--- src/rtl/pffa_pkg.sv ---
// Shared widths, codes and reset values of the page fault frame allocator.
package pffa_pkg;

   // Field widths of the request, response and control register port.
   localparam int KIND_W        = 2;
   localparam int PAGE_W        = 6;
   localparam int TAG_W         = 8;
   localparam int STATUS_W      = 3;
   localparam int FRAME_OUT_W   = 5;
   localparam int DISK_W        = 16;
   localparam int PAGE_COUNT_W  = 7;
   localparam int FRAME_LIMIT_W = 6;
   localparam int CSR_DATA_W    = 7;
   localparam int CSR_INDEX_W   = 1;

   // Number of valid bits the victim search examines per cycle.
   localparam int SCAN_W = 8;

   // Request kinds.
   localparam logic [KIND_W-1:0] KIND_FAULT = 2'd0;
   localparam logic [KIND_W-1:0] KIND_DIRTY = 2'd1;

   // Response status codes.
   localparam logic [STATUS_W-1:0] STATUS_FREE     = 3'd0;
   localparam logic [STATUS_W-1:0] STATUS_REPLACED = 3'd1;
   localparam logic [STATUS_W-1:0] STATUS_RESIDENT = 3'd2;
   localparam logic [STATUS_W-1:0] STATUS_DIRTY    = 3'd3;
   localparam logic [STATUS_W-1:0] STATUS_IGNORED  = 3'd4;
   localparam logic [STATUS_W-1:0] STATUS_REPORT   = 3'd5;

   // Control register indexes.
   localparam logic [CSR_INDEX_W-1:0] CSR_PAGE_COUNT  = 1'b0;
   localparam logic [CSR_INDEX_W-1:0] CSR_FRAME_LIMIT = 1'b1;

   // Control register values after reset.
   localparam logic [PAGE_COUNT_W-1:0]  PAGE_COUNT_RESET  = 7'd64;
   localparam logic [FRAME_LIMIT_W-1:0] FRAME_LIMIT_RESET = 6'd32;

   // Status of the victim search, handed from the scanner to the sequencer.
   typedef struct packed {
      logic done;
      logic found;
   } scan_status_type;

endpackage

--- src/rtl/pffa_if.sv ---
// Request and response channel interfaces of the page fault frame allocator.
interface pffa_req_if;
   import pffa_pkg::*;

   logic                valid;
   logic                ready;
   logic [KIND_W-1:0]   kind;
   logic [PAGE_W-1:0]   page_index;
   logic [TAG_W-1:0]    requester;

   modport source (output valid, output kind, output page_index, output requester,
                   input ready);
   modport sink   (input valid, input kind, input page_index, input requester,
                   output ready);
endinterface

interface pffa_rsp_if;
   import pffa_pkg::*;

   logic                   valid;
   logic                   ready;
   logic [STATUS_W-1:0]    status;
   logic [TAG_W-1:0]       resume_tag;
   logic [FRAME_OUT_W-1:0] frame_number;
   logic [PAGE_W-1:0]      victim_page;
   logic                   victim_written;
   logic [DISK_W-1:0]      disk_accesses;

   modport source (output valid, output status, output resume_tag, output frame_number,
                   output victim_page, output victim_written, output disk_accesses,
                   input ready);
   modport sink   (input valid, input status, input resume_tag, input frame_number,
                   input victim_page, input victim_written, input disk_accesses,
                   output ready);
endinterface

--- src/rtl/pffa_frame_ram.sv ---
// Frame number memory of the page table: one write port, one registered read port.
module pffa_frame_ram #(
   parameter int DEPTH = 64,
   parameter int WIDTH = 5
) (
   input  logic                     clock,
   input  logic                     wr_en,
   input  logic [$clog2(DEPTH)-1:0] wr_addr,
   input  logic [WIDTH-1:0]         wr_data,
   input  logic [$clog2(DEPTH)-1:0] rd_addr,
   output logic [WIDTH-1:0]         rd_data
);

   logic [WIDTH-1:0] mem_ff [DEPTH];
   logic [WIDTH-1:0] rd_data_ff;

   always_ff @(posedge clock) begin
      if (wr_en) begin
         mem_ff[wr_addr] <= wr_data;
      end
      rd_data_ff <= mem_ff[rd_addr];
   end

   assign rd_data = rd_data_ff;

endmodule

--- src/rtl/pffa_victim_scan.sv ---
// Victim search: finds the lowest resident page, one group of valid bits per cycle.
module pffa_victim_scan #(
   parameter int MAX_PAGES = 64
) (
   input  logic                          clock,
   input  logic                          reset,
   input  logic                          start,
   input  logic [MAX_PAGES-1:0]          page_valid,
   output pffa_pkg::scan_status_type     scan_status,
   output logic [$clog2(MAX_PAGES)-1:0]  victim_index
);
   import pffa_pkg::*;

   localparam int PAGE_AW    = $clog2(MAX_PAGES);
   localparam int NUM_GROUPS = (MAX_PAGES + SCAN_W - 1) / SCAN_W;
   localparam int GRP_AW     = (NUM_GROUPS > 1) ? $clog2(NUM_GROUPS) : 1;
   localparam int OFF_W      = $clog2(SCAN_W);
   localparam int PAD_W      = NUM_GROUPS * SCAN_W;

   localparam logic [GRP_AW-1:0] LAST_GROUP = GRP_AW'(NUM_GROUPS - 1);

   logic                busy_ff;
   logic                busy_in;
   logic [GRP_AW-1:0]   grp_ff;
   logic [GRP_AW-1:0]   grp_in;
   logic                done_ff;
   logic                done_in;
   logic                found_ff;
   logic                found_in;
   logic [PAGE_AW-1:0]  index_ff;
   logic [PAGE_AW-1:0]  index_in;

   logic [PAD_W-1:0]    padded;
   logic [SCAN_W-1:0]   slice;
   logic                hit;
   logic [OFF_W-1:0]    offset;

   assign padded = PAD_W'(page_valid);
   assign slice  = padded[grp_ff*SCAN_W +: SCAN_W];
   assign hit    = |slice;

   // Lowest set bit of the current group.
   always_comb begin
      offset = '0;
      for (int i = SCAN_W - 1; i >= 0; i--) begin
         if (slice[i]) begin
            offset = OFF_W'(i);
         end
      end
   end

   always_comb begin
      busy_in  = busy_ff;
      grp_in   = grp_ff;
      done_in  = 1'b0;
      found_in = found_ff;
      index_in = index_ff;
      if (start) begin
         busy_in = 1'b1;
         grp_in  = '0;
      end else if (busy_ff) begin
         if (hit || grp_ff == LAST_GROUP) begin
            busy_in  = 1'b0;
            done_in  = 1'b1;
            found_in = hit;
            index_in = PAGE_AW'({grp_ff, offset});
         end else begin
            grp_in = grp_ff + 1'b1;
         end
      end
   end

   always_ff @(posedge clock) begin
      if (reset) begin
         busy_ff <= 1'b0;
         done_ff <= 1'b0;
      end else begin
         busy_ff <= busy_in;
         done_ff <= done_in;
      end
      grp_ff   <= grp_in;
      found_ff <= found_in;
      index_ff <= index_in;
   end

   assign scan_status.done  = done_ff;
   assign scan_status.found = found_ff;
   assign victim_index      = index_ff;

endmodule

--- src/rtl/page_fault_frame_allocator_top.sv ---
// Top level of the page fault frame allocator: page table, sequencer and response register.
//
// The block keeps a page table (valid, frame and dirty per page), a resident count and a
// saturating 16-bit disk access counter. A fault for a page that is not resident takes the
// next free frame while fewer pages are resident than the frame limit, and otherwise evicts
// the lowest-index resident page and reuses its frame; a dirty victim counts one extra disk
// write. A fault for a resident page returns its frame unchanged. A dirty item marks a
// resident page, and a report item returns the counter. Every request gives one response.
// Items are handled one at a time and req_ch.ready is high only while the sequencer is idle.
// Report, dirty and free-frame items pass through decode and result; a resident page adds a
// frame memory read, and an eviction runs the victim scanner, which walks groups of eight
// valid bits until it meets the lowest resident page (at most ceil(MAX_PAGES / 8) groups),
// then an evict step. The sequencer goes back to idle while the response waits in its output
// register, so the next item is taken even if the previous response has not yet been
// collected. Control registers (index 0 page count, index 1 frame limit) are written through
// csr_we; the user must write them only while the block is idle, which the block does not
// enforce. There is no clearing pass after reset.
module page_fault_frame_allocator_top #(
   parameter int MAX_PAGES  = 64,
   parameter int MAX_FRAMES = 32
) (
   input  logic                              clock,
   input  logic                              reset,
   pffa_req_if.sink                          req_ch,
   pffa_rsp_if.source                        rsp_ch,
   input  logic                              csr_we,
   input  logic [pffa_pkg::CSR_INDEX_W-1:0]  csr_index,
   input  logic [pffa_pkg::CSR_DATA_W-1:0]   csr_wdata
);
   import pffa_pkg::*;

   localparam int PAGE_AW = $clog2(MAX_PAGES);
   localparam int FRAME_W = (MAX_FRAMES > 1) ? $clog2(MAX_FRAMES) : 1;
   localparam int RC_W    = $clog2(MAX_FRAMES + 1);
   localparam int PC_A    = $clog2(MAX_PAGES + 1);
   localparam int PC_W    = (PC_A > PAGE_COUNT_W) ? PC_A : PAGE_COUNT_W;
   localparam int FL_A    = $clog2(MAX_FRAMES + 1);
   localparam int FL_W    = (FL_A > FRAME_LIMIT_W) ? FL_A : FRAME_LIMIT_W;

   // Sequencer states.
   localparam logic [2:0] ST_IDLE   = 3'd0;
   localparam logic [2:0] ST_DECODE = 3'd1;
   localparam logic [2:0] ST_HIT    = 3'd2;
   localparam logic [2:0] ST_SCAN   = 3'd3;
   localparam logic [2:0] ST_EVICT  = 3'd4;
   localparam logic [2:0] ST_RESULT = 3'd5;

   // Control registers.
   logic [PAGE_COUNT_W-1:0]  page_count_ff;
   logic [FRAME_LIMIT_W-1:0] frame_limit_ff;

   // Page table state.
   logic [MAX_PAGES-1:0]     valid_ff;
   logic [MAX_PAGES-1:0]     valid_in;
   logic [MAX_PAGES-1:0]     dirty_ff;
   logic [MAX_PAGES-1:0]     dirty_in;
   logic [RC_W-1:0]          resident_ff;
   logic [RC_W-1:0]          resident_in;
   logic [DISK_W-1:0]        disk_ff;
   logic [DISK_W-1:0]        disk_in;

   // Sequencer and the item under work.
   logic [2:0]               state_ff;
   logic [2:0]               state_in;
   logic [KIND_W-1:0]        kind_ff;
   logic [PAGE_W-1:0]        pg_ff;
   logic [TAG_W-1:0]         tag_ff;
   logic [PAGE_AW-1:0]       victim_ff;
   logic [PAGE_AW-1:0]       victim_in;

   // Result being assembled.
   logic [STATUS_W-1:0]      res_status_ff;
   logic [STATUS_W-1:0]      res_status_in;
   logic [FRAME_W-1:0]       res_frame_ff;
   logic [FRAME_W-1:0]       res_frame_in;
   logic [PAGE_AW-1:0]       res_victim_ff;
   logic [PAGE_AW-1:0]       res_victim_in;
   logic                     res_written_ff;
   logic                     res_written_in;

   // Response output register.
   logic                     rsp_valid_ff;
   logic                     rsp_valid_in;
   logic [STATUS_W-1:0]      rsp_status_ff;
   logic [TAG_W-1:0]         rsp_tag_ff;
   logic [FRAME_OUT_W-1:0]   rsp_frame_ff;
   logic [PAGE_W-1:0]        rsp_victim_ff;
   logic                     rsp_written_ff;
   logic [DISK_W-1:0]        rsp_disk_ff;
   logic                     rsp_load;

   // Derived values.
   logic                     req_fire;
   logic [PAGE_AW-1:0]       pg_idx;
   logic [PC_W-1:0]          pages_ext;
   logic [PC_W-1:0]          eff_pages;
   logic [FL_W-1:0]          limit_ext;
   logic [FL_W-1:0]          limit_cap;
   logic [FL_W-1:0]          eff_limit;
   logic                     in_range;
   logic                     pg_resident;
   logic                     has_free;
   logic [1:0]               disk_inc;
   logic [DISK_W:0]          disk_sum;

   // Frame memory and victim scanner connections.
   logic                     ram_we;
   logic [PAGE_AW-1:0]       ram_waddr;
   logic [FRAME_W-1:0]       ram_wdata;
   logic [PAGE_AW-1:0]       ram_raddr;
   logic [FRAME_W-1:0]       ram_rdata;
   logic                     scan_start;
   scan_status_type          scan_status;
   logic [PAGE_AW-1:0]       scan_index;

   pffa_frame_ram #(
      .DEPTH (MAX_PAGES),
      .WIDTH (FRAME_W)
   ) u_frame_ram (
      .clock   (clock),
      .wr_en   (ram_we),
      .wr_addr (ram_waddr),
      .wr_data (ram_wdata),
      .rd_addr (ram_raddr),
      .rd_data (ram_rdata)
   );

   pffa_victim_scan #(
      .MAX_PAGES (MAX_PAGES)
   ) u_victim_scan (
      .clock        (clock),
      .reset        (reset),
      .start        (scan_start),
      .page_valid   (valid_ff),
      .scan_status  (scan_status),
      .victim_index (scan_index)
   );

   assign req_fire = req_ch.valid && req_ch.ready;
   assign pg_idx   = PAGE_AW'(pg_ff);

   // The page count is capped at the table size; zero means no page is in use.
   assign pages_ext = PC_W'(page_count_ff);
   assign eff_pages = (pages_ext > PC_W'(MAX_PAGES)) ? PC_W'(MAX_PAGES) : pages_ext;
   assign in_range  = PC_W'(pg_ff) < eff_pages;

   // The frame limit is capped at the frame count and never falls below one.
   assign limit_ext = FL_W'(frame_limit_ff);
   assign limit_cap = (limit_ext > FL_W'(MAX_FRAMES)) ? FL_W'(MAX_FRAMES) : limit_ext;
   assign eff_limit = (limit_cap == '0) ? FL_W'(1) : limit_cap;
   assign has_free  = FL_W'(resident_ff) < eff_limit;

   assign pg_resident = in_range && valid_ff[pg_idx];

   // Control register writes.
   always_ff @(posedge clock) begin
      if (reset) begin
         page_count_ff  <= PAGE_COUNT_RESET;
         frame_limit_ff <= FRAME_LIMIT_RESET;
      end else if (csr_we) begin
         if (csr_index == CSR_PAGE_COUNT) begin
            page_count_ff <= csr_wdata;
         end else if (csr_index == CSR_FRAME_LIMIT) begin
            frame_limit_ff <= csr_wdata[FRAME_LIMIT_W-1:0];
         end
      end
   end

   // Sequencer: decides the outcome of the held item and updates the page table.
   always_comb begin
      state_in       = state_ff;
      valid_in       = valid_ff;
      dirty_in       = dirty_ff;
      resident_in    = resident_ff;
      victim_in      = victim_ff;
      res_status_in  = res_status_ff;
      res_frame_in   = res_frame_ff;
      res_victim_in  = res_victim_ff;
      res_written_in = res_written_ff;
      disk_inc       = 2'd0;
      ram_we         = 1'b0;
      ram_waddr      = pg_idx;
      ram_wdata      = ram_rdata;
      ram_raddr      = pg_idx;
      scan_start     = 1'b0;
      rsp_load       = 1'b0;

      case (state_ff)
         ST_IDLE: begin
            if (req_fire) begin
               res_status_in  = STATUS_IGNORED;
               res_frame_in   = '0;
               res_victim_in  = '0;
               res_written_in = 1'b0;
               state_in       = ST_DECODE;
            end
         end
         ST_DECODE: begin
            state_in = ST_RESULT;
            case (kind_ff)
               KIND_FAULT: begin
                  if (pg_resident) begin
                     // Frame comes from the memory read started in this cycle.
                     res_status_in = STATUS_RESIDENT;
                     state_in      = ST_HIT;
                  end else if (in_range && has_free) begin
                     ram_we           = 1'b1;
                     ram_wdata        = FRAME_W'(resident_ff);
                     valid_in[pg_idx] = 1'b1;
                     dirty_in[pg_idx] = 1'b0;
                     resident_in      = resident_ff + 1'b1;
                     disk_inc         = 2'd1;
                     res_status_in    = STATUS_FREE;
                     res_frame_in     = FRAME_W'(resident_ff);
                  end else if (in_range) begin
                     scan_start = 1'b1;
                     state_in   = ST_SCAN;
                  end
               end
               KIND_DIRTY: begin
                  if (pg_resident) begin
                     dirty_in[pg_idx] = 1'b1;
                     res_status_in    = STATUS_DIRTY;
                  end
               end
               default: begin
                  res_status_in = STATUS_REPORT;
               end
            endcase
         end
         ST_HIT: begin
            res_frame_in = ram_rdata;
            state_in     = ST_RESULT;
         end
         ST_SCAN: begin
            ram_raddr = scan_index;
            if (scan_status.done) begin
               victim_in = scan_index;
               state_in  = scan_status.found ? ST_EVICT : ST_RESULT;
            end
         end
         ST_EVICT: begin
            // The victim's frame moves to the requested page.
            ram_we              = 1'b1;
            ram_wdata           = ram_rdata;
            valid_in[victim_ff] = 1'b0;
            dirty_in[victim_ff] = 1'b0;
            valid_in[pg_idx]    = 1'b1;
            dirty_in[pg_idx]    = 1'b0;
            disk_inc            = dirty_ff[victim_ff] ? 2'd2 : 2'd1;
            res_status_in       = STATUS_REPLACED;
            res_frame_in        = ram_rdata;
            res_victim_in       = victim_ff;
            res_written_in      = dirty_ff[victim_ff];
            state_in            = ST_RESULT;
         end
         ST_RESULT: begin
            if (!rsp_valid_ff || rsp_ch.ready) begin
               rsp_load = 1'b1;
               state_in = ST_IDLE;
            end
         end
         default: begin
            state_in = ST_IDLE;
         end
      endcase
   end

   // Saturating disk access counter.
   assign disk_sum = {1'b0, disk_ff} + (DISK_W + 1)'(disk_inc);
   assign disk_in  = disk_sum[DISK_W] ? {DISK_W{1'b1}} : disk_sum[DISK_W-1:0];

   always_comb begin
      rsp_valid_in = rsp_valid_ff;
      if (rsp_load) begin
         rsp_valid_in = 1'b1;
      end else if (rsp_ch.ready) begin
         rsp_valid_in = 1'b0;
      end
   end

   always_ff @(posedge clock) begin
      if (reset) begin
         state_ff     <= ST_IDLE;
         valid_ff     <= '0;
         dirty_ff     <= '0;
         resident_ff  <= '0;
         disk_ff      <= '0;
         rsp_valid_ff <= 1'b0;
      end else begin
         state_ff     <= state_in;
         valid_ff     <= valid_in;
         dirty_ff     <= dirty_in;
         resident_ff  <= resident_in;
         disk_ff      <= disk_in;
         rsp_valid_ff <= rsp_valid_in;
      end
      if (req_fire) begin
         kind_ff <= req_ch.kind;
         pg_ff   <= req_ch.page_index;
         tag_ff  <= req_ch.requester;
      end
      victim_ff      <= victim_in;
      res_status_ff  <= res_status_in;
      res_frame_ff   <= res_frame_in;
      res_victim_ff  <= res_victim_in;
      res_written_ff <= res_written_in;
      if (rsp_load) begin
         rsp_status_ff  <= res_status_ff;
         rsp_tag_ff     <= tag_ff;
         rsp_frame_ff   <= FRAME_OUT_W'(res_frame_ff);
         rsp_victim_ff  <= PAGE_W'(res_victim_ff);
         rsp_written_ff <= res_written_ff;
         rsp_disk_ff    <= disk_ff;
      end
   end

   assign req_ch.ready          = (state_ff == ST_IDLE);
   assign rsp_ch.valid          = rsp_valid_ff;
   assign rsp_ch.status         = rsp_status_ff;
   assign rsp_ch.resume_tag     = rsp_tag_ff;
   assign rsp_ch.frame_number   = rsp_frame_ff;
   assign rsp_ch.victim_page    = rsp_victim_ff;
   assign rsp_ch.victim_written = rsp_written_ff;
   assign rsp_ch.disk_accesses  = rsp_disk_ff;

   // An accepted item always moves the sequencer out of idle.
   a_accept_leaves_idle: assert property (@(posedge clock) disable iff (reset)
      req_fire |=> state_ff == ST_DECODE)
      else $error("accepted item did not start decoding");

   // A result handed over by the sequencer is always offered as a response.
   a_rsp_from_result: assert property (@(posedge clock) disable iff (reset)
      rsp_load |=> rsp_valid_ff)
      else $error("result handed over but response not offered");

   // The scanner only reports pages that are resident.
   a_scan_hits_valid: assert property (@(posedge clock) disable iff (reset)
      (scan_status.done && scan_status.found) |-> valid_ff[scan_index])
      else $error("victim search returned a page that is not resident");

   // The victim is never the page being loaded.
   a_victim_not_target: assert property (@(posedge clock) disable iff (reset)
      state_ff == ST_EVICT |-> victim_ff != pg_idx)
      else $error("victim equals the requested page");

   // Eviction swaps pages and leaves the resident count unchanged.
   a_evict_keeps_count: assert property (@(posedge clock) disable iff (reset)
      state_ff == ST_EVICT |=> $stable(resident_ff))
      else $error("resident count changed during eviction");

   // The disk access counter never goes backward.
   a_disk_monotonic: assert property (@(posedge clock) disable iff (reset)
      1'b1 |=> disk_ff >= $past(disk_ff))
      else $error("disk access counter decreased");

endmodule
--- src/flat_wrapper.sv ---
// flat-port wrapper written by rule: the top's interface ports become plain ports
module page_fault_frame_allocator_top_flat import pffa_pkg::*;
#(
   parameter int MAX_PAGES  = 64,
   parameter int MAX_FRAMES = 32
)
  (clock, reset, csr_we, csr_index, csr_wdata, req_ch_valid, req_ch_kind, req_ch_page_index, req_ch_requester, req_ch_ready, rsp_ch_valid, rsp_ch_status, rsp_ch_resume_tag, rsp_ch_frame_number, rsp_ch_victim_page, rsp_ch_victim_written, rsp_ch_disk_accesses, rsp_ch_ready);
  pffa_req_if req_ch_i ();
  pffa_rsp_if rsp_ch_i ();
  input  logic clock;
  input  logic reset;
  input  logic csr_we;
  input  logic [pffa_pkg::CSR_INDEX_W-1:0] csr_index;
  input  logic [pffa_pkg::CSR_DATA_W-1:0] csr_wdata;
  input wire logic [$bits(req_ch_i.valid)-1:0] req_ch_valid;
  input wire logic [$bits(req_ch_i.kind)-1:0] req_ch_kind;
  input wire logic [$bits(req_ch_i.page_index)-1:0] req_ch_page_index;
  input wire logic [$bits(req_ch_i.requester)-1:0] req_ch_requester;
  output wire logic [$bits(req_ch_i.ready)-1:0] req_ch_ready;
  output wire logic [$bits(rsp_ch_i.valid)-1:0] rsp_ch_valid;
  output wire logic [$bits(rsp_ch_i.status)-1:0] rsp_ch_status;
  output wire logic [$bits(rsp_ch_i.resume_tag)-1:0] rsp_ch_resume_tag;
  output wire logic [$bits(rsp_ch_i.frame_number)-1:0] rsp_ch_frame_number;
  output wire logic [$bits(rsp_ch_i.victim_page)-1:0] rsp_ch_victim_page;
  output wire logic [$bits(rsp_ch_i.victim_written)-1:0] rsp_ch_victim_written;
  output wire logic [$bits(rsp_ch_i.disk_accesses)-1:0] rsp_ch_disk_accesses;
  input wire logic [$bits(rsp_ch_i.ready)-1:0] rsp_ch_ready;
  assign req_ch_i.valid = req_ch_valid;
  assign req_ch_i.kind = req_ch_kind;
  assign req_ch_i.page_index = req_ch_page_index;
  assign req_ch_i.requester = req_ch_requester;
  assign req_ch_ready = req_ch_i.ready;
  assign rsp_ch_valid = rsp_ch_i.valid;
  assign rsp_ch_status = rsp_ch_i.status;
  assign rsp_ch_resume_tag = rsp_ch_i.resume_tag;
  assign rsp_ch_frame_number = rsp_ch_i.frame_number;
  assign rsp_ch_victim_page = rsp_ch_i.victim_page;
  assign rsp_ch_victim_written = rsp_ch_i.victim_written;
  assign rsp_ch_disk_accesses = rsp_ch_i.disk_accesses;
  assign rsp_ch_i.ready = rsp_ch_ready;
  page_fault_frame_allocator_top #(.MAX_PAGES(MAX_PAGES), .MAX_FRAMES(MAX_FRAMES)) u_core (.clock(clock), .reset(reset), .req_ch(req_ch_i), .rsp_ch(rsp_ch_i), .csr_we(csr_we), .csr_index(csr_index), .csr_wdata(csr_wdata));
endmodule
--- config.mk ---
export PLATFORM = sky130hd
export DESIGN_NAME = page_fault_frame_allocator_top_flat
export DESIGN_NICKNAME = d
export VERILOG_FILES = /design/src/rtl/pffa_pkg.sv /design/src/rtl/pffa_if.sv /design/src/rtl/pffa_frame_ram.sv /design/src/rtl/pffa_victim_scan.sv /design/src/rtl/page_fault_frame_allocator_top.sv /design/src/flat_wrapper.sv
export SDC_FILE = /design/constraint.sdc
export NUM_CORES = 1
export LEC_CHECK = 0
export BUFFER_PORTS_ARGS = -buffer_cell sky130_fd_sc_hd__buf_2
export CORE_UTILIZATION = 50
export DETAILED_ROUTE_END_ITERATION = 16
export PLACE_DENSITY = 0.66
export SLEW_MARGIN = 20
export SYNTH_ARGS = -nofsm -noshare
export SYNTH_HDL_FRONTEND = slang
export SYNTH_SLANG_ARGS = --single-unit
export TNS_END_PERCENT = 1
--- constraint.sdc ---
create_clock -name clock -period 8.4 [get_ports clock]
set_clock_uncertainty 0.2 [all_clocks]
set_input_delay 0.42 -clock clock [delete_from_list [all_inputs] [get_ports clock]]
set_output_delay 0.42 -clock clock [all_outputs]
set_load 0.005 [all_outputs]
==> impl_metrics.py, run 1 <==
metrics = {
    "setup_path": {
        "critPathLaunchType": "flop",
        "r2r_start": "u_core.pg_ff[2]",
        "cp.required_ps": 8730,
        "ff2ff_path_depth": 15,
        "worst_ep_arrival_time_ps": 5560,
        "endpoint_kind": "flop",
        "ff2ff_setup_slack_ps": 3170,
        "cp_max_fo": 42,
        "r2r-end": "u_core.disk_ff[1]",
        "critPathKind": "reg2reg",
    },
    "outcome": {
        "status": "complete, no violations",
    },
    "yosys": {
        "synth_seq_cells": 580,
        "ys_top_cells_by_area": "edfxtp_1 (46%), dfxtp_1 (13%), nand2_1 (5.3%)",
        "synth_area_mm2": 0.0266,
        "syn_nets": 2497,
        "syn_inst": 2452,
        "yosysTopAreaCell": "edfxtp_1",
        "yosysTopAreaCellShare": 0.455,
        "synth-seq-area-share": 0.588,
        "synth.avg_cell_area_um2": 10.8,
        "synth_edf_count": 403,
        "ys_types": 68,
        "synth_ff_type": "edfxtp_1",
        "synthArstFlopShare": 0,
        "synth-warning-count": 0,
    },
    "die": {
        "fp-row-count": 84,
        "die_area_mm2": 0.0541,
        "core_area_mm2": 0.0526,
        "dieHeight_um": 233,
        "start_util": 0.506,
        "dieWidth_um": 233,
        "ios": 70,
    },
    "drt": {
        "antenna_left": 0,
        "wl_mm": 74.9,
        "drt_iter0_drc": 2054,
        "wl_per_cell_um": 23.4,
        "routed-via-count": 19900,
        "route.detailed.drc": 0,
        "viasPerCell": 6.22,
        "drt_pass1_iterations": 6,
    },
    "global_routing": {
        "grt.overflow.total": 0,
        "grt_pass1_vias": 19000,
        "grt_max_degree": 95,
        "grt.total_usage": 0.272,
        "grt_pass1_wl_mm": 112,
        "antenna_found_initial": 0,
    },
    "cts": {
        "ctsLongestPathBuffers": 3,
        "cts.sinks": 580,
        "clk_pin_slew_ps": 60,
        "postCtsSetupBuffers": 0,
        "root_buffer": "clkbuf_16",
        "numCtsBuffers": 60,
        "clk_latency_ps": 630,
        "h-tree-depth": 2,
        "cts_tree": "built",
    },
    "sta": {
        "fin_crit_ps": 5230,
        "timing.fmax_ghz": 0.191,
        "finalSetupTns_ps": 0,
        "finalHoldViolations": 0,
        "fin_crit_sh": 0.623,
        "finalMaxSlewViolations": 0,
        "max_slew_margin": 0.250,
        "setup_violations": 0,
        "rsz0062_at_grt": "false",
        "worstMarginPinSlew_ps": 1130,
    },
    "finish": {
        "postLayoutCoreUtil": 0.561,
        "nets": 2505,
        "postLayoutCellArea_mm2": 0.0295,
        "n_antenna_cell": 0,
        "synthToLayoutAreaGrowth_pct": 10.8,
        "drive_gt1_frac": 0.0968,
    },
    "min_path": {
        "min_from": "req_ch_valid",
        "hold_depth": 4,
        "min_path_type": "in2reg",
        "whs_endpoint": "u_core.state_ff[2]",
    },
    "power_and_ir_drop": {
        "power_density_mw_per_mm2": 246,
        "p_leak_nw": 10.5,
        "fin_total_pwr_mw": 7.24,
        "vdd_drop_max_uv": 223,
    },
    "placement": {
        "routabilityCongestion": 0.989,
        "placed_area_mm2": 0.0272,
        "portBuffers": 69,
        "dp_hpwl_mm": 48.7,
    },
    "flow_run": {
        "maxCapViolCount": 0,
    },
}
[per-stage QoR]
step | worst slack [ps] | hold WS (ps) | cells
floorplan | 2980 | 200 | 2452
global placement | 3380 | 201 | 3056
detailed placement | 3280 | 206 | 3057
CTS | 3250 | 110 | 3198
global route | 2900 | 147 | 3198
finish | 3170 | 143 | 3198
[cell type report]
cell class                      count  area (um2)
Timing Repair Buffer              125         841
Tap cell                          688         861
Inverter                           77         289
Multi-Input combinational cell   1616        9880
Clock buffer                       76        1610
Fill cell                        4398       23100
Sequential cell                   580       15600
Clock inverter                     36         337
[how the worst max path moves through the flow]
stage,from,endpoint,slack [ps],cells after the start
final,u_core.pg_ff[2],u_core.disk_ff[1],3170,15
after global routing,u_core.pg_ff[2],u_core.disk_ff[1],2900,15
after global placement,u_core.pg_ff[2],u_core.disk_ff[0],3380,15
after CTS,u_core.pg_ff[2],u_core.disk_ff[1],3250,15
after detailed placement,u_core.pg_ff[2],u_core.disk_ff[1],3280,15
after floorplan,u_core.pg_ff[1],u_core.u_frame_ram.mem_ff[0][2],2980,10
[critical path: stages (launching register included)]
cell	delay [ps]
edfxtp_1	450
buf_4	410
mux2_2	380
or3_1	300
o2111ai_1	90
a32oi_1	240
a31oi_1	540
nand2_2	360
o21ai_0	170
ha_1	180
inv_1	60
fa_1	400
nand3b_1	280
nor2_1	250
nand4_1	490
a21oi_1	310
[cells in the mapped netlist, types with 39 or more instances]
library cell  count
buf_2            39
o221a_1          60
o21ai_0          87
nor2_1          182
dfxtp_1         177
mux2i_1          55
a21oi_1         159
edfxtp_1        403
a211oi_1         68
inv_1            75
nand2b_1         71
clkbuf_1        100
nand3_1         118
nand2_1         376
o31ai_1          66
[layout by cell type, fill, tap and decap left out, types with 24 or more instances in the layout]
| cell type | n |
|---|---|
| edfxtp_1 | 403 |
| nand2_1 | 376 |
| nor2_1 | 181 |
| dfxtp_1 | 177 |
| a21oi_1 | 159 |
| nand3_1 | 118 |
| o21ai_0 | 86 |
| inv_1 | 75 |
| nand2b_1 | 71 |
| a211oi_1 | 68 |
| buf_2 | 68 |
| o31ai_1 | 66 |
| clkbuf_16 | 61 |
| o221a_1 | 60 |
| mux2i_1 | 54 |
| a31oi_1 | 32 |
| a22oi_1 | 29 |
| dlygate4sd3_1 | 29 |
| buf_4 | 28 |
| and3_1 | 26 |
| nor3_1 | 25 |
| nor3b_1 | 24 |
[metal layers]
layer  vias up  global-route usage  routed length (um)
met1      9684               0.361               30800
met2       897               0.430               34500
met4         0               0.145                3910
met5         -                   0                   0
li1       9108                   -                   -
met3       214              0.0424                5730
[power by group]
part           internal, mW  leakage [nW]  switching, mW
logic                 0.363          4.40          0.767
registers              3.34          5.12          0.115
clock network          1.54         0.938           1.12
total                  5.24          10.5           2.00
[timing repair]
action / in CTS / in global routing
gates resized for setup: 0 / 0
hold endpoints to repair: 30 / 0
hold buffers: 29 / 0
[kinds of logic (layout without fill, tap and decap cells)]
logic type      count (synthesis)  count (layout)  synth area share
compound gates                605             605             0.160
simple gates                  896             896             0.155
mux                            85              85            0.0411
flops                         580             580             0.588
xor+xnor                       14              14           0.00461
buf+inv                       256             314            0.0426
fa+ha+maj                      16              16           0.00781
(Power assumes the default switching activity.)
==> run 2: changes to the inputs <==
ABC_AREA = 1   (was default)
clock period = 5 ns   (was 8.4 ns; I/O delays follow)
==> run 2 against run 1 <==
- register-to-register slack got worse by 2900 ps
- critical path type unchanged
- sequential share of layout area decreased by 2.2 points
- cell area increased by 4.4%
- largest power group unchanged
- clock power increased by 67%
- first-iteration DRC count increased by 35%
==> impl_metrics.py, run 2 <==
metrics = {
    "die": {
        "dieHeight_um": 236,
        "dieWidth_um": 236,
        "start_util": 0.507,
        "fp-row-count": 85,
        "core_area_mm2": 0.0538,
        "ios": 70,
        "die_area_mm2": 0.0555,
    },
    "cts": {
        "h-tree-depth": 2,
        "root_buffer": "clkbuf_16",
        "cts_tree": "built",
        "clk_pin_slew_ps": 60,
        "cts.sinks": 580,
        "numCtsBuffers": 58,
        "clk_latency_ps": 640,
        "ctsLongestPathBuffers": 3,
    },
    "placement": {
        "portBuffers": 69,
        "dp_hpwl_mm": 57.4,
        "routabilityCongestion": 0.963,
    },
    "yosys": {
        "syn_inst": 3147,
        "synth-simple-area-share": 0.205,
        "synth_compound_area_frac": 0.131,
        "synth_top_family_by_area": "simple AND/OR/NAND/NOR gates",
        "synthTopCellsByCount": "nor2_1 (664), nand2_1 (498), edfxtp_1 (403)",
        "ys_types": 48,
        "synth.avg_cell_area_um2": 8.66,
        "synthMuxAreaShare": 0,
        "synth-warning-count": 0,
        "syn_nets": 3192,
        "synth_edf_count": 403,
        "synth_xor_area_frac": 0.00385,
        "synth_ff_type": "edfxtp_1",
        "yosysTopAreaCell": "edfxtp_1",
        "ys_top_cells_by_area": "edfxtp_1 (44%), dfxtp_1 (13%), nor2_1 (9.1%)",
        "synth_area_mm2": 0.0273,
        "synth_fa_ha_area_frac": 0.00762,
        "synth-seq-area-share": 0.574,
        "synth_seq_cells": 580,
        "synthArstFlopShare": 0,
        "yosysMostFrequentCell": "nor2_1",
        "yosysTopAreaCellShare": 0.444,
    },
    "power_and_ir_drop": {
        "p_leak_nw": 11.8,
        "power_density_mw_per_mm2": 415,
        "vdd_drop_max_uv": 306,
    },
    "sta": {
        "max_slew_margin": 0.245,
        "finalMaxSlewViolations": 0,
        "timing.fmax_ghz": 0.211,
        "fin_crit_ps": 4730,
        "setup_violations": 0,
        "worstMarginPinSlew_ps": 1130,
        "fin_crit_sh": 0.946,
        "finalHoldViolations": 0,
        "holdWs_ps": 135,
    },
    "global_routing": {
        "grt_pass1_wl_mm": 132,
        "grt_max_degree": 161,
        "grt_pass1_vias": 21700,
        "antenna_found_initial": 0,
        "grt.overflow.total": 0,
        "grt.total_usage": 0.312,
    },
    "drt": {
        "viasPerCell": 5.88,
        "routed-via-count": 23300,
        "drt_pass1_iterations": 6,
        "route.detailed.drc": 0,
        "antenna_left": 0,
        "wl_mm": 87.5,
        "wl_per_cell_um": 22.1,
        "drt_iter0_drc": 2773,
    },
    "finish": {
        "synthToLayoutAreaGrowth_pct": 12.8,
        "drive_gt1_frac": 0.0802,
        "nets": 3262,
        "postLayoutCoreUtil": 0.572,
        "n_fill_cell": 4718,
        "final_common_cell": "nor2_1",
        "layout_common_cells": "nor2_1 (662), nand2_1 (495), edfxtp_1 (403)",
    },
    "setup_path": {
        "endpoint_kind": "flop",
        "cp_max_fo": 8,
        "critPathLaunchType": "flop",
        "worst_ep_arrival_time_ps": 5060,
        "cp.required_ps": 5330,
        "critPathKind": "reg2reg",
    },
    "min_path": {
        "min_path_type": "in2reg",
    },
    "flow_run": {
        "maxCapViolCount": 0,
    },
    "outcome": {
        "status": "complete, no violations",
    },
}
## run 2: critical path, cell delays in order, from the launching register on
cell and delay, ps:
edfxtp_1 430, inv_1 160, nand3_2 150, clkinvlp_4 240, nand2_1 120, nand2_1 60, a221oi_1 240, o2111ai_1 160
nand2_1 90, nand2_1 60, nor2_1 260, nand3_1 180, nand2_1 150, ha_1 180, inv_1 50, fa_1 380
or2_2 340, nor3_2 170, nand3_1 200, nor3_2 210, nand3_1 200, nor3_1 190, nand2_1 80, nand3_1 70
inv_1 40
## run 2: logic make-up after synthesis
group / count (synthesis)
buffers and inverters: 526
adder cells (fa/ha/maj): 16
AO/OA/AOI/OAI: 632
flip-flops: 580
XOR/XNOR: 12
AND/OR/NAND/NOR: 1381
## run 2: through the flow
| stage | worst slack, ps | TNS (ps) | cell area [um2] | total power [mW] | instances |
|---|---|---|---|---|---|
| CTS | 119 | 0 | 30600 | 12.8 | 3951 |
| global placement | 89.5 | 0 | 28300 | 8.31 | 3804 |
| global route | -8.91 | -8.91 | 30800 | 13.2 | 3961 |
| finish | 272 | 0 | 30800 | 12.8 | 3962 |
| floorplan | -662 | -211950 | 27300 | 7.49 | 3147 |
| detailed placement | -5.24 | -5.24 | 28300 | 8.37 | 3804 |
## run 2: final timing paths
| path | startpoint | end | depth (start not counted) | slack (ps) |
|---|---|---|---|---|
| worst min-delay path | req_ch_requester[2] | u_core.tag_ff[2] | 2 | 140 |
| worst max-delay path | u_core.victim_ff[0] | u_core.disk_ff[14] | 24 | 270 |
| worst max register to register | u_core.victim_ff[0] | u_core.disk_ff[14] | 24 | 270 |
| worst min register to register | u_core.res_frame_ff[1] | u_core.rsp_ch.frame_number[1] | 0 | 220 |
## run 2: area by class of cell
class | instances | area [um2] | share of cell area
inverters | 363 | 1380 | 0.0449
flip-flops and latches | 580 | 15600 | 0.509
clock inverters | 27 | 295 | 0.00960
diodes | 1 | 2.50 | 0.0000814
clock buffers | 81 | 1620 | 0.0528
repair buffers | 173 | 1280 | 0.0417
well taps | 696 | 871 | 0.0283
multi-input cells | 2041 | 9660 | 0.314
## run 2: metal layers
metal	track usage	wire [um]	vias up
met5	0	0	-
met4	0.113	3330	0
met3	0.0569	9290	214
met2	0.460	37700	1235
met1	0.459	37200	11100
li1	-	-	10700
## run 2: where the power goes
group / switching, mW / leakage [nW] / internal, mW / total (mW)
Sequential: 0.127 / 5.09 / 5.60 / 5.73
Combinational: 1.95 / 5.76 / 0.670 / 2.62
Clock: 1.88 / 0.944 / 2.53 / 4.42
Total: 3.96 / 11.8 / 8.81 / 12.8
## run 2: timing repair
item | CTS | global route
resized for setup | 1 | 13
endpoints found under the hold margin | 40 | 0
setup buffers | 0 | 9
hold buffers | 39 | 0
pin swaps | 0 | 1
endpoints found under the setup margin | 1 | 3
